`config.mk`:
```
export PLATFORM = sky130hd
export DESIGN_NAME = block_average_hold_downsampler_flat
export DESIGN_NICKNAME = d
export VERILOG_FILES = /design/src/hdl/bah_pkg.sv /design/src/hdl/bah_in_if.sv /design/src/hdl/bah_out_if.sv /design/src/hdl/bah_mix_ram.sv /design/src/hdl/bah_divider.sv /design/src/hdl/block_average_hold_downsampler.sv /design/src/flat_wrapper.sv
export SDC_FILE = /design/constraint.sdc
export NUM_CORES = 2
export LEC_CHECK = 0
export BUFFER_PORTS_ARGS = -buffer_cell sky130_fd_sc_hd__clkbuf_2
export CAP_MARGIN = 20
export CELL_PAD_IN_SITES_DETAIL_PLACEMENT = 1
export CELL_PAD_IN_SITES_GLOBAL_PLACEMENT = 1
export CORE_MARGIN = 8
export CORE_UTILIZATION = 55
export CTS_CLUSTER_DIAMETER = 80
export DETAILED_ROUTE_END_ITERATION = 10
export PLACE_DENSITY = 0.77
export REMOVE_ABC_BUFFERS = 1
export SKIP_LAST_GASP = 1
export SLEW_MARGIN = 20
export SYNTH_ARGS = -nofsm -noshare
export SYNTH_HDL_FRONTEND = slang
export SYNTH_SLANG_ARGS = --single-unit
```
`constraint.sdc`:
```
create_clock -name i_clk -period 7.9 [get_ports i_clk]
set_input_delay 0.79 -clock i_clk [delete_from_list [all_inputs] [get_ports i_clk]]
set_output_delay 0.79 -clock i_clk [all_outputs]
set_load 0.005 [all_outputs]
```
`src/hdl/bah_pkg.sv`:
```
// ============================================================================
// bah_pkg
// Shared types and constants of the block average hold downsampler: sample
// format, configuration register map and controller states.
// ============================================================================
package bah_pkg;

    // Sample and gain formats
    localparam int SAMPLE_BITS   = 24;
    localparam int GAIN_BITS     = 16;
    localparam int GAIN_FRAC     = 12;
    localparam int LEN_BITS      = 7;

    // Configuration port
    localparam int CFG_IDX_BITS  = 2;
    localparam int CFG_DATA_BITS = 16;

    localparam logic [CFG_IDX_BITS-1:0] CFG_BLOCK_LENGTH = 2'd0;
    localparam logic [CFG_IDX_BITS-1:0] CFG_ADD_MODE     = 2'd1;
    localparam logic [CFG_IDX_BITS-1:0] CFG_MIX_GAIN     = 2'd2;

    // Register reset values
    localparam logic [LEN_BITS-1:0]         LEN_RESET  = 7'd1;
    localparam logic signed [GAIN_BITS-1:0] GAIN_RESET = 16'sd4096;

    // Controller states
    typedef enum logic [2:0] {
        ST_IDLE,
        ST_DIV,
        ST_MUL,
        ST_SCALE,
        ST_READ,
        ST_LOAD,
        ST_OUT
    } t_state;

endpackage

```
`src/hdl/bah_in_if.sv`:
```
// ============================================================================
// bah_in_if
// Input channel: one audio sample, its mix value and the end-of-run mark.
// ============================================================================
interface bah_in_if;

    logic                                  valid;
    logic                                  ready;
    logic signed [bah_pkg::SAMPLE_BITS-1:0] sample;
    logic signed [bah_pkg::SAMPLE_BITS-1:0] mix_in;
    logic                                  end_of_run;

    modport source (output valid, output sample, output mix_in, output end_of_run,
                    input ready);
    modport sink   (input valid, input sample, input mix_in, input end_of_run,
                    output ready);

endinterface

```
`src/hdl/bah_out_if.sv`:
```
// ============================================================================
// bah_out_if
// Output channel: one held output sample and the last-of-block flag.
// ============================================================================
interface bah_out_if;

    logic                                  valid;
    logic                                  ready;
    logic signed [bah_pkg::SAMPLE_BITS-1:0] out_sample;
    logic                                  last_of_block;

    modport source (output valid, output out_sample, output last_of_block,
                    input ready);
    modport sink   (input valid, input out_sample, input last_of_block,
                    output ready);

endinterface

```
`src/hdl/bah_mix_ram.sv`:
```
// ============================================================================
// bah_mix_ram
// Mix value store: one write port, one read port, registered read data.
// ============================================================================
module bah_mix_ram #(
    parameter int DEPTH  = 64,
    parameter int ADDR_W = 6,
    parameter int DATA_W = 24
) (
    input  logic              i_clk,
    input  logic              i_we,
    input  logic [ADDR_W-1:0] i_waddr,
    input  logic [DATA_W-1:0] i_wdata,
    input  logic [ADDR_W-1:0] i_raddr,
    output logic [DATA_W-1:0] o_rdata
);

    logic [DATA_W-1:0] mem [DEPTH];
    logic [DATA_W-1:0] r_rdata;

    // Write port
    always_ff @(posedge i_clk) begin
        if (i_we) begin
            mem[i_waddr] <= i_wdata;
        end
    end

    // Read port, registered
    always_ff @(posedge i_clk) begin
        r_rdata <= mem[i_raddr];
    end

    assign o_rdata = r_rdata;

endmodule

```
`src/hdl/bah_divider.sv`:
```
// ============================================================================
// bah_divider
// Signed by unsigned restoring divider, one quotient bit per cycle,
// quotient truncated toward zero.
// ============================================================================
module bah_divider #(
    parameter int SUM_W = 30,
    parameter int DIV_W = 7,
    parameter int Q_W   = 24
) (
    input  logic                    i_clk,
    input  logic                    i_rst_n,
    input  logic                    i_start,
    input  logic signed [SUM_W-1:0] i_dividend,
    input  logic [DIV_W-1:0]        i_divisor,
    output logic                    o_done,
    output logic signed [Q_W-1:0]   o_quot
);

    localparam int CNT_W = $clog2(SUM_W + 1);

    logic             r_busy;
    logic             r_done;
    logic [CNT_W-1:0] r_cnt;
    logic             r_neg;
    logic [SUM_W-1:0] r_quo;
    logic [DIV_W-1:0] r_rem;
    logic [DIV_W-1:0] r_div;

    logic [DIV_W:0]   rem_sh;
    logic [DIV_W:0]   rem_diff;
    logic             q_bit;
    logic [Q_W-1:0]   quo_mag;

    // One restoring step
    always_comb begin
        rem_sh   = {r_rem, r_quo[SUM_W-1]};
        rem_diff = rem_sh - {1'b0, r_div};
        q_bit    = (rem_sh >= {1'b0, r_div});
    end

    // Control: busy flag, step count, done pulse
    always_ff @(posedge i_clk) begin
        if (!i_rst_n) begin
            r_busy <= 1'b0;
            r_done <= 1'b0;
            r_cnt  <= '0;
        end else begin
            r_done <= r_busy && (r_cnt == CNT_W'(1));
            if (i_start) begin
                r_busy <= 1'b1;
                r_cnt  <= CNT_W'(SUM_W);
            end else if (r_busy) begin
                r_cnt <= r_cnt - CNT_W'(1);
                if (r_cnt == CNT_W'(1)) begin
                    r_busy <= 1'b0;
                end
            end
        end
    end

    // Datapath: load magnitude, then shift in quotient bits
    always_ff @(posedge i_clk) begin
        if (i_start) begin
            r_neg <= i_dividend[SUM_W-1];
            r_quo <= i_dividend[SUM_W-1] ? SUM_W'(-i_dividend) : SUM_W'(i_dividend);
            r_rem <= '0;
            r_div <= i_divisor;
        end else if (r_busy) begin
            r_quo <= {r_quo[SUM_W-2:0], q_bit};
            r_rem <= q_bit ? rem_diff[DIV_W-1:0] : rem_sh[DIV_W-1:0];
        end
    end

    // Restore the sign
    assign quo_mag = r_quo[Q_W-1:0];
    assign o_quot  = r_neg ? -$signed(quo_mag) : $signed(quo_mag);
    assign o_done  = r_done;

endmodule

```
`src/hdl/block_average_hold_downsampler.sv`:
```
// ============================================================================
// block_average_hold_downsampler
// Boxcar block average held for the block length (add mode: mix + gain * avg).
// ============================================================================
// Usage:
//   i_in carries sample, mix_in and end_of_run; a transaction completes when
//   valid and ready are both high. A block closes when it holds block_length
//   samples (0 acts as 1, values above MAX_BLOCK act as MAX_BLOCK) or when
//   end_of_run is set. Each input of an open block gives no output.
//   On closing, a restoring divider forms the average, states ST_MUL and
//   ST_SCALE form the gained average, and then each of the N copies is
//   taken out of the mix store through ST_READ, ST_LOAD and ST_OUT (read,
//   add and saturate, present). i_in is not ready from the closing input
//   until the last copy has left. o_out holds its transaction while ready
//   is low.
//   Configuration is written through i_cfg_we / i_cfg_index / i_cfg_data;
//   the user must write it only while the block is idle, which the block
//   itself does not enforce.
//   Reset empties the open block and restores block_length 1, add_mode 0 and
//   mix_gain 1.0; the mix store needs no clearing.
// ============================================================================
module block_average_hold_downsampler #(
    parameter int MAX_BLOCK = 64
) (
    input  logic                                i_clk,
    input  logic                                i_rst_n,
    input  logic                                i_cfg_we,
    input  logic [bah_pkg::CFG_IDX_BITS-1:0]    i_cfg_index,
    input  logic [bah_pkg::CFG_DATA_BITS-1:0]   i_cfg_data,
    bah_in_if.sink                              i_in,
    bah_out_if.source                           o_out
);

    localparam int SW     = bah_pkg::SAMPLE_BITS;
    localparam int FILL_W = $clog2(MAX_BLOCK + 1);
    localparam int ADDR_W = (MAX_BLOCK > 1) ? $clog2(MAX_BLOCK) : 1;
    localparam int SUM_W  = SW + $clog2(MAX_BLOCK) + 1;
    localparam int CMP_W  = (FILL_W > bah_pkg::LEN_BITS) ? FILL_W : bah_pkg::LEN_BITS;
    localparam int P_W    = SW + bah_pkg::GAIN_BITS;
    localparam int G_W    = P_W - bah_pkg::GAIN_FRAC;
    localparam int A_W    = G_W + 1;

    // Configuration registers
    logic [bah_pkg::LEN_BITS-1:0]         r_block_length;
    logic                                 r_add_mode;
    logic signed [bah_pkg::GAIN_BITS-1:0] r_mix_gain;

    // Block state
    bah_pkg::t_state     r_state;
    bah_pkg::t_state     n_state;
    logic signed [SUM_W-1:0] r_sum;
    logic [FILL_W-1:0]   r_fill;
    logic [FILL_W-1:0]   r_cnt;
    logic [FILL_W-1:0]   r_k;
    logic signed [SW-1:0]  r_avg;
    logic signed [P_W-1:0] r_prod;
    logic signed [G_W-1:0] r_gadd;
    logic signed [SW-1:0]  r_out_sample;
    logic                  r_out_last;

    // Combinational signals
    logic                    in_ready;
    logic                    in_acc;
    logic signed [SUM_W-1:0] sum_next;
    logic [FILL_W-1:0]       fill_next;
    logic [CMP_W-1:0]        len_ext;
    logic [CMP_W-1:0]        len_eff;
    logic                    close_blk;
    logic                    div_done;
    logic signed [SW-1:0]    div_quot;
    logic [SW-1:0]           mix_q;
    logic signed [P_W-1:0]   prod_bias;
    logic signed [A_W-1:0]   mix_sum;
    logic signed [SW-1:0]    mix_sat;
    logic                    k_last;

    // Write configuration registers
    always_ff @(posedge i_clk) begin
        if (!i_rst_n) begin
            r_block_length <= bah_pkg::LEN_RESET;
            r_add_mode     <= 1'b0;
            r_mix_gain     <= bah_pkg::GAIN_RESET;
        end else if (i_cfg_we) begin
            unique case (i_cfg_index)
                bah_pkg::CFG_BLOCK_LENGTH: r_block_length <= i_cfg_data[bah_pkg::LEN_BITS-1:0];
                bah_pkg::CFG_ADD_MODE:     r_add_mode     <= i_cfg_data[0];
                bah_pkg::CFG_MIX_GAIN:     r_mix_gain     <= $signed(i_cfg_data);
                default: begin
                end
            endcase
        end
    end

    // Accumulate and decide whether the block closes
    always_comb begin
        in_acc    = i_in.valid && in_ready;
        sum_next  = r_sum + SUM_W'(i_in.sample);
        fill_next = r_fill + FILL_W'(1);
        len_ext   = CMP_W'(r_block_length);
        if (len_ext == '0) begin
            len_eff = CMP_W'(1);
        end else if (len_ext > CMP_W'(MAX_BLOCK)) begin
            len_eff = CMP_W'(MAX_BLOCK);
        end else begin
            len_eff = len_ext;
        end
        close_blk = i_in.end_of_run || (CMP_W'(fill_next) >= len_eff);
        k_last    = (r_k + FILL_W'(1) == r_cnt);
    end

    // Mix value store
    bah_mix_ram #(
        .DEPTH  (MAX_BLOCK),
        .ADDR_W (ADDR_W),
        .DATA_W (SW)
    ) u_mix_ram (
        .i_clk   (i_clk),
        .i_we    (in_acc),
        .i_waddr (r_fill[ADDR_W-1:0]),
        .i_wdata (i_in.mix_in),
        .i_raddr (r_k[ADDR_W-1:0]),
        .o_rdata (mix_q)
    );

    // Block average divider
    bah_divider #(
        .SUM_W (SUM_W),
        .DIV_W (FILL_W),
        .Q_W   (SW)
    ) u_divider (
        .i_clk      (i_clk),
        .i_rst_n    (i_rst_n),
        .i_start    (in_acc && close_blk),
        .i_dividend (sum_next),
        .i_divisor  (fill_next),
        .o_done     (div_done),
        .o_quot     (div_quot)
    );

    // Scale the gain product toward zero, add the mix value, saturate
    always_comb begin
        prod_bias = r_prod + (r_prod[P_W-1] ? P_W'((1 << bah_pkg::GAIN_FRAC) - 1) : P_W'(0));
        mix_sum   = A_W'($signed(mix_q)) + A_W'(r_gadd);
        if (mix_sum[A_W-1:SW-1] == '0 || mix_sum[A_W-1:SW-1] == '1) begin
            mix_sat = mix_sum[SW-1:0];
        end else if (mix_sum[A_W-1]) begin
            mix_sat = {1'b1, {(SW-1){1'b0}}};
        end else begin
            mix_sat = {1'b0, {(SW-1){1'b1}}};
        end
    end

    // Next state
    always_comb begin
        n_state = r_state;
        unique case (r_state)
            bah_pkg::ST_IDLE:  if (in_acc && close_blk) n_state = bah_pkg::ST_DIV;
            bah_pkg::ST_DIV:   if (div_done) n_state = bah_pkg::ST_MUL;
            bah_pkg::ST_MUL:   n_state = bah_pkg::ST_SCALE;
            bah_pkg::ST_SCALE: n_state = bah_pkg::ST_READ;
            bah_pkg::ST_READ:  n_state = bah_pkg::ST_LOAD;
            bah_pkg::ST_LOAD:  n_state = bah_pkg::ST_OUT;
            bah_pkg::ST_OUT: begin
                if (o_out.ready) begin
                    n_state = r_out_last ? bah_pkg::ST_IDLE : bah_pkg::ST_READ;
                end
            end
            default:           n_state = bah_pkg::ST_IDLE;
        endcase
    end

    // State outputs
    always_comb begin
        in_ready    = (r_state == bah_pkg::ST_IDLE);
        o_out.valid = (r_state == bah_pkg::ST_OUT);
    end

    assign i_in.ready          = in_ready;
    assign o_out.out_sample    = r_out_sample;
    assign o_out.last_of_block = r_out_last;

    // Control registers
    always_ff @(posedge i_clk) begin
        if (!i_rst_n) begin
            r_state <= bah_pkg::ST_IDLE;
            r_sum   <= '0;
            r_fill  <= '0;
            r_cnt   <= '0;
            r_k     <= '0;
        end else begin
            r_state <= n_state;
            if (in_acc) begin
                if (close_blk) begin
                    r_sum <= '0;
                    r_fill <= '0;
                    r_cnt <= fill_next;
                    r_k   <= '0;
                end else begin
                    r_sum  <= sum_next;
                    r_fill <= fill_next;
                end
            end
            if (r_state == bah_pkg::ST_OUT && o_out.ready) begin
                r_k <= r_k + FILL_W'(1);
            end
        end
    end

    // Datapath registers: average, gain product, output transaction
    always_ff @(posedge i_clk) begin
        if (r_state == bah_pkg::ST_DIV && div_done) begin
            r_avg <= div_quot;
        end
        if (r_state == bah_pkg::ST_MUL) begin
            r_prod <= P_W'(r_avg) * P_W'(r_mix_gain);
        end
        if (r_state == bah_pkg::ST_SCALE) begin
            r_gadd <= prod_bias[P_W-1:bah_pkg::GAIN_FRAC];
        end
        if (r_state == bah_pkg::ST_LOAD) begin
            r_out_sample <= r_add_mode ? mix_sat : r_avg;
            r_out_last   <= k_last;
        end
    end

endmodule

```
`src/flat_wrapper.sv`:
```
// flat-port wrapper written by rule: the top's interface ports become plain ports
module block_average_hold_downsampler_flat 
#(
    parameter int MAX_BLOCK = 64
)
  (i_clk, i_rst_n, i_cfg_we, i_cfg_index, i_cfg_data, i_in_valid, i_in_sample, i_in_mix_in, i_in_end_of_run, i_in_ready, o_out_valid, o_out_out_sample, o_out_last_of_block, o_out_ready);
  bah_in_if i_in_i ();
  bah_out_if o_out_i ();
  input  logic i_clk;
  input  logic i_rst_n;
  input  logic i_cfg_we;
  input  logic [bah_pkg::CFG_IDX_BITS-1:0] i_cfg_index;
  input  logic [bah_pkg::CFG_DATA_BITS-1:0] i_cfg_data;
  input wire logic [$bits(i_in_i.valid)-1:0] i_in_valid;
  input wire logic [$bits(i_in_i.sample)-1:0] i_in_sample;
  input wire logic [$bits(i_in_i.mix_in)-1:0] i_in_mix_in;
  input wire logic [$bits(i_in_i.end_of_run)-1:0] i_in_end_of_run;
  output wire logic [$bits(i_in_i.ready)-1:0] i_in_ready;
  output wire logic [$bits(o_out_i.valid)-1:0] o_out_valid;
  output wire logic [$bits(o_out_i.out_sample)-1:0] o_out_out_sample;
  output wire logic [$bits(o_out_i.last_of_block)-1:0] o_out_last_of_block;
  input wire logic [$bits(o_out_i.ready)-1:0] o_out_ready;
  assign i_in_i.valid = i_in_valid;
  assign i_in_i.sample = i_in_sample;
  assign i_in_i.mix_in = i_in_mix_in;
  assign i_in_i.end_of_run = i_in_end_of_run;
  assign i_in_ready = i_in_i.ready;
  assign o_out_valid = o_out_i.valid;
  assign o_out_out_sample = o_out_i.out_sample;
  assign o_out_last_of_block = o_out_i.last_of_block;
  assign o_out_i.ready = o_out_ready;
  block_average_hold_downsampler #(.MAX_BLOCK(MAX_BLOCK)) u_core (.i_clk(i_clk), .i_rst_n(i_rst_n), .i_cfg_we(i_cfg_we), .i_cfg_index(i_cfg_index), .i_cfg_data(i_cfg_data), .i_in(i_in_i), .o_out(o_out_i));
endmodule
```
# Yosys cells after proc, flatten, opt, wreduce, memory -nomap -nowiden

Memories as Yosys holds them, arrays and structs flattened. A register that Yosys moved wholly into a read port is not among the register bits.
Index checks and enable logic that the tools add are counted.

Register bits after elaboration: 249
Bits in writable memories: 1536
Input port bits: 72
Output and inout port bits: 27
Word-level logic and storage cells: 96
Memories: 1

Add/subtract/negate cells: 9
$mul: 1
$lt $le $gt $ge: 3
Eq/ne operators: 14
Muxes and demuxes: 28
Reductions and logical operators: 20

Memory list:

| name                 | depth | width | read ports | clocked after Yosys merged registers in | wr ports | RTL line          | source |
|---|---|---|---|---|---|---|---|
| u_core.u_mix_ram.mem | 64    | 24    | 1          | 1                                       | 1        | bah_mix_ram.sv:18 | `logic [DATA_W-1:0] mem [DEPTH];` |

Operators by type and width:

| operator                                                               | number |
|---|---|
| 31-bit two-way mux                                                     | 4 |
| 24-bit two-way mux                                                     | 4 |
| 7-bit two-way mux                                                      | 7 |
| 40-bit adder                                                           | 1 |
| 24-bit by 16-bit multiplier with 40-bit output                         | 1 |
| 31-bit by 24-bit adder with 31-bit output                              | 1 |
| 31-bit negator                                                         | 1 |
| 24-bit by 28-bit adder with 29-bit output                              | 1 |
| 24-bit negator                                                         | 1 |
| 3-bit case mux with 7 select lines                                     | 1 |
| 7-bit by 1-bit adder with 7-bit output (second input constant)         | 2 |
| 12-bit two-way mux                                                     | 1 |
| 3-bit two-way mux                                                      | 4 |
| 5-bit two-way mux                                                      | 2 |
| 2-bit AND reduction                                                    | 5 |
| 3-bit equality test (second input constant)                            | 3 |
| 8-bit by 7-bit greater-or-equal comparator with 1-bit output           | 1 |
| 7-bit equality test                                                    | 1 |
| 7-bit greater-or-equal comparator                                      | 1 |
| 7-bit greater-than comparator (second input constant)                  | 1 |
| 7-bit logical NOT                                                      | 1 |
| 7-bit subtractor                                                       | 1 |
| 3-bit by 2-bit equality test with 1-bit output (second input constant) | 2 |
| 6-bit equality test (second input constant)                            | 1 |
| other kinds (15)                                                       | 27 |

# Longest topological paths before layout

Word-level depth: 8
Depth in mapped cells: 25
Mapped depth without buffers: 24

# Cells and area by module

Synthesis repeated with hierarchy kept, for this count alone.

Cell total of the unflattened synthesis: 5744
Area total of the unflattened synthesis: 88155.8 µm²

By module, submodules not included:

| module                         | times used | cells an instance | area an instance (µm²) |
|---|---|---|---|
| bah_mix_ram                    | 1          | 2610              | 59295.6 |
| block_average_hold_downsampler | 1          | 2680              | 24812.5 |
| bah_divider                    | 1          | 454               | 4047.6 |

# Worst setup path after synthesis

No wires, ideal clock.

Path type: register -> register
Start point: register u_core.r_avg[10]
End point: register u_core.r_prod[39], data pin
Data arrival time: 6.425 ns
Required time: 7.639 ns
Path slack: 1.214 ns
Cell stages (with the launch flop): 26
Path buffers: 2
Period minus slack after synthesis: 6.686 ns
Cells stage by stage: edfxtp_1 clkbuf_1 clkbuf_1 nand2_1 fa_1 inv_1 fa_1 inv_1 fa_1 inv_1 fa_1 fa_1 inv_1 fa_1 inv_1 ha_1 and4_1 nand2_1 a211o_1 o21ai_0 o22a_1 a31oi_1 o311ai_0 a21oi_1 o21ai_0 xnor2_1

Cells in the longest elaborated chain, start to end: 1

RTL lines:

| what                                           | RTL line                              | source |
|---|---|---|
| start, declared                                | block_average_hold_downsampler.sv:55  | `logic signed [SW-1:0] r_avg;` |
| start signal, assigned                         | block_average_hold_downsampler.sv:212 | `r_avg <= div_quot;` |
| 24-bit by 16-bit multiplier with 40-bit output | block_average_hold_downsampler.sv:215 | `r_prod <= P_W'(r_avg) * P_W'(r_mix_gain);` |
| end signal, assigned                           | block_average_hold_downsampler.sv:215 |  |
| end, declared                                  | block_average_hold_downsampler.sv:56  | `logic signed [P_W-1:0] r_prod;` |

Every way passes these cells.
A chain may end at the register's enable or synchronous reset.

# Final worst setup path

Start point: register u_core.r_mix_gain[1] (netlist name)
End point: register u_core.r_prod[39], data pin

Cells in the longest elaborated chain, start to end: 1

RTL lines:

| what                                           | RTL line                              | source |
|---|---|---|
| start, declared                                | block_average_hold_downsampler.sv:46  | `logic signed [bah_pkg::GAIN_BITS-1:0] r_mix_gain;` |
| start signal, assigned                         | block_average_hold_downsampler.sv:82  | `r_mix_gain <= bah_pkg::GAIN_RESET;` |
| start signal, assigned                         | block_average_hold_downsampler.sv:87  | `bah_pkg::CFG_MIX_GAIN: r_mix_gain <= $signed(i_cfg_data);` |
| 24-bit by 16-bit multiplier with 40-bit output | block_average_hold_downsampler.sv:215 |  |

Every way passes these cells.

==> summary.txt <==
Route
  – TritonRoute pass-1 iters: 6
  – DRT Wirelength: 252 mm
  – Via density: approximately 6.4
  – Residual DRC: 0
  – WL/cell: 32.3 um
  – Routed Antenna Nets: 0
  – Initial DRC count: about 5,800
  – Routed vias: ~50,000

Pwr
  – Standby leakage power: approximately 33 nW
  – P per Cell Area: approximately 240 nW/um2
  – Peak supply drop: approximately 0.00025 V

Setup path
  – Worst path most repeated cell: fa_1
  – CP cell instances: buf_4 > nand2_1 > fa_1 > fa_1 > fa_1 > inv_1 > fa_1 > fa_1 > inv_1 > fa_1 > inv_1 > ha_1 > and4_1 > nand2_1 > a211o_1 > o21ai_1 > o22a_1 > a31oi_1 > o311ai_1 > a21oi_1 > o21ai_0 > xnor2_1
  – CP delay by family, top: adder cells
  – Crit-path slowest cell: dfxtp_1
  – R2R depth: 22
  – Reg-to-Reg End: u_core.r_prod[39]$_DFFE_PP_
  – Max Fanout on Critical Path: 13
  – Worst R2R Setup Slack: 0.50 ns
  – Required @ worst endpoint: 8.47 ns
  – Worst EP arrival: around 8 ns
  – Startpoint types: flip-flop
  – Worst R2R Start: u_core.r_mix_gain[1]$_SDFFE_PN0P_
  – CP max stage delay: ~0.70 ns
  – Critical path buffers and inverters: 4
  – Critical path endpoint category: flip-flop
  – Crit Path Category: flip-flop to flip-flop

Logic synthesis
  – Mean Syn Cell Area: roughly 16 um2
  – Async SR Flop Fraction: 0%
  – Synthesis-stage register bit count: between 1,500 and 2,000
  – Post-synthesis adder-cell area fraction: 11.3%
  – Synth unique cells: 84
  – Post-synth EDFFs: between 1,500 and 2,000
  – Mapped Cells: between 5,000 and 6,000
  – Synth Area in Simple Gates: just under 6%
  – Mapped Area: slightly below 90,000 um2
  – Cell taking the most area after synthesis: edfxtp_1
  – Sequential share of the synthesized area: 60.8%
  – Commonest cells post-synth: edfxtp_1, mux4_2, inv_1
  – Post-Synth XOR/XNOR Area: about 1.8%
  – Compound-Gate Fraction of Synth Area: roughly 4%
  – Mux share of post-synthesis cell area: a little over an eighth
  – Most frequent cell after synthesis: edfxtp_1
  – Largest family of logic cells by synthesized area: multiplexers
  – Top-area cell type share of the netlist area: roughly three fifths
  – Most used flip-flop cell after synthesis: edfxtp_1
  – Area contributors post-synth: edfxtp_1, mux4_2, fa_1
  – Synthesis warning total: 0

Clock network
  – CTS tree: done
  – Sink Count: roughly 1,800
  – Longest Clk Path Bufs: 3
  – Total CTS buffers: 185
  – Clock root cell: clkbuf_16
  – Resized cells post-CTS: 0
  – Clk pin slew, worst setup/hold paths: approximately 0.060 ns
  – Hold Buf Count CTS: 0
  – Clk_lat worst skew: approximately 0.84 ns
  – Htree depth: 4
  – Setup repair bufs after CTS: 0

Die
  – IO Count: 99
  – Die W: 415 um
  – Row count: around 150
  – Die height: about 410 um
  – Core box area: ~160,000 um2
  – Starting Density: 55.3%
  – DIE AREA: approximately 170,000 um2

Global route
  – Initial antenna violation count: 25
  – Global route overflow: 0
  – Gr usage total: between 20% and 30%
  – Pin count of the biggest net entering global routing: approximately 130
  – First-pass GRT wire length: around 370 mm
  – Vias in the first global route: ~53,000

Layout
  – Fin util: roughly three fifths
  – Non-Filler Instances: 7,800
  – Fillers: approximately 14,000
  – Layout cells sized above 1: roughly a fifth
  – Storage element area: approximately 53,000 um2
  – Cell area after layout: 97,100 um2
  – Area of the multi-input gates: between 30,000 and 40,000 um2
  – Nets: slightly above 6,000
  – Area Growth Syn to Fin: 11.2%

Place
  – I/O Buffers: 98
  – Setup WS pre-CTS: between 0.15 and 0.2 ns
  – Hpwl dp: around 150 mm
  – Placed Cells: roughly 7,400
  – GPL Wtd Cong: between 0.8 and 0.9
  – Dpl cell area: 91,000 um2

STA
  – Count of final setup violators: 0
  – Final Hold Vio Count: 0
  – RSZ-0062 raised after global routing: no
  – Count of pins over their slew limit: 0
  – Setup_tns: 0 ns
  – Actual slew at the worst max-slew pin: roughly 1.1 ns
  – Slew Limit Headroom: about a quarter
  – Final worst-path cycle share: approximately 94%
  – FMAX: between 0.1 and 0.15 GHz
  – Fin crit period: 7.40 ns
  – Setup ws final: slightly below 0.5 ns
  – Clk_skew: around 0.053 ns

Status
  – Outcome: finished, final reports clean

Min path
  – Hold Startpoint: i_cfg_data[12]
  – HP Class: input pin to flip-flop
  – Hold path depth: 3
  – Worst Hold End: u_core.r_mix_gain[12]$_SDFFE_PN1P_

Flow run
  – Total of max-cap violations: 0
==> state kept, by name (all words and copies together), names as in the netlist, 16 cells and up <==
register / count
u_core.r_sum: 31
u_core.u_mix_ram.mem: 1536
u_core.u_mix_ram.o_rdata: 24
u_core.r_mix_gain: 16
u_core.o_out.out_sample: 24
u_core.u_divider.r_quo: 31
u_core.r_gadd: 28
u_core.r_avg: 24
u_core.r_prod: 40
==> worst max-delay path by stage <==
stage / from / endpoint / depth (start not counted)
3_3_place_gp: u_core.r_mix_gain[1]$_SDFFE_PN0P_ / u_core.r_prod[39]$_DFFE_PP_ / 22
5_1_grt: u_core.r_avg[5]$_DFFE_PP_ / u_core.r_prod[39]$_DFFE_PP_ / 22
3_5_place_dp: u_core.r_mix_gain[1]$_SDFFE_PN0P_ / u_core.r_prod[39]$_DFFE_PP_ / 22
2_1_floorplan: u_core.r_k[0]$_SDFFE_PN0P_ / u_core.r_k[3]$_SDFFE_PN0P_ / 4
4_1_cts: u_core.r_mix_gain[1]$_SDFFE_PN0P_ / u_core.r_prod[39]$_DFFE_PP_ / 22
6_report: u_core.r_mix_gain[1]$_SDFFE_PN0P_ / u_core.r_prod[39]$_DFFE_PP_ / 22
==> per-layer routing <==
metal | global-route usage, % | share of wire [%] | up-vias
li1 | - | - | 20500
met1 | 39.6 | 39 | 26400
met2 | 47.6 | 49 | 2530
met3 | 5.88 | 8.7 | 480
met4 | 10.4 | 3.7 | 16
met5 | 0 | 0.040 | -
==> kinds of logic after synthesis <==
family | count (synthesis)
AO/OA/AOI/OAI | 529
buffers and inverters | 733
adder cells (fa/ha/maj) | 564
XOR/XNOR | 183
AND/OR/NAND/NOR | 1046
multiplexers | 518
flip-flops | 1809
==> area by class of cell <==
class / instances / share of cell area [%]
multi-input combinational: 2840 / 32.7
sequential: 1809 / 54.7
tap: 2072 / 2.67
inverter: 477 / 1.84
timing repair buffer: 251 / 1.76
antenna: 3 / 0.00773
clock buffer: 241 / 5.14
clock inverter: 107 / 1.18
==> cells in the final DEF, fill, tap and decap left out, drive strengths merged, types with 14 or more instances in the layout <==
master     n
edfxtp  1692
ha       187
o22ai     25
dfxtp    117
nand4     17
o21a      15
nor3      30
mux4     504
or3       14
buf      154
a21o      52
xor2      51
bufinv    16
clkbuf   338
clkinv    77
fa       377
a211oi    19
a21boi    53
o31ai     17
nor2     194
and2     178
xnor2    132
and3      20
nand2b    25
nand2    397
nand3     72
nor2b     29
inv      482
a21oi    119
o21ai    135
==> report_power, final <==
| group | leakage (nW) | switching [mW] | internal (mW) |
|---|---|---|---|
| Sequential | 16.2 | 0.289 | 10.9 |
| Clock | 2.96 | 3.85 | 5.02 |
| Combinational | 14.2 | 2.25 | 1.25 |
==> per-stage QoR <==
step	hold WS [ns]	power, mW
5_1_grt	0.191	24.3
3_5_place_dp	0.468	14.9
2_1_floorplan	0.441	13.5
6_report	0.194	23.6
4_1_cts	0.133	23.7
3_3_place_gp	0.458	14.7
==> worst min-delay path: cells and delay by family <==
kind	cells	cell delay, ns
simple gates	2	0.12
buf+inv	1	0.08
(Power assumes the default switching activity.)
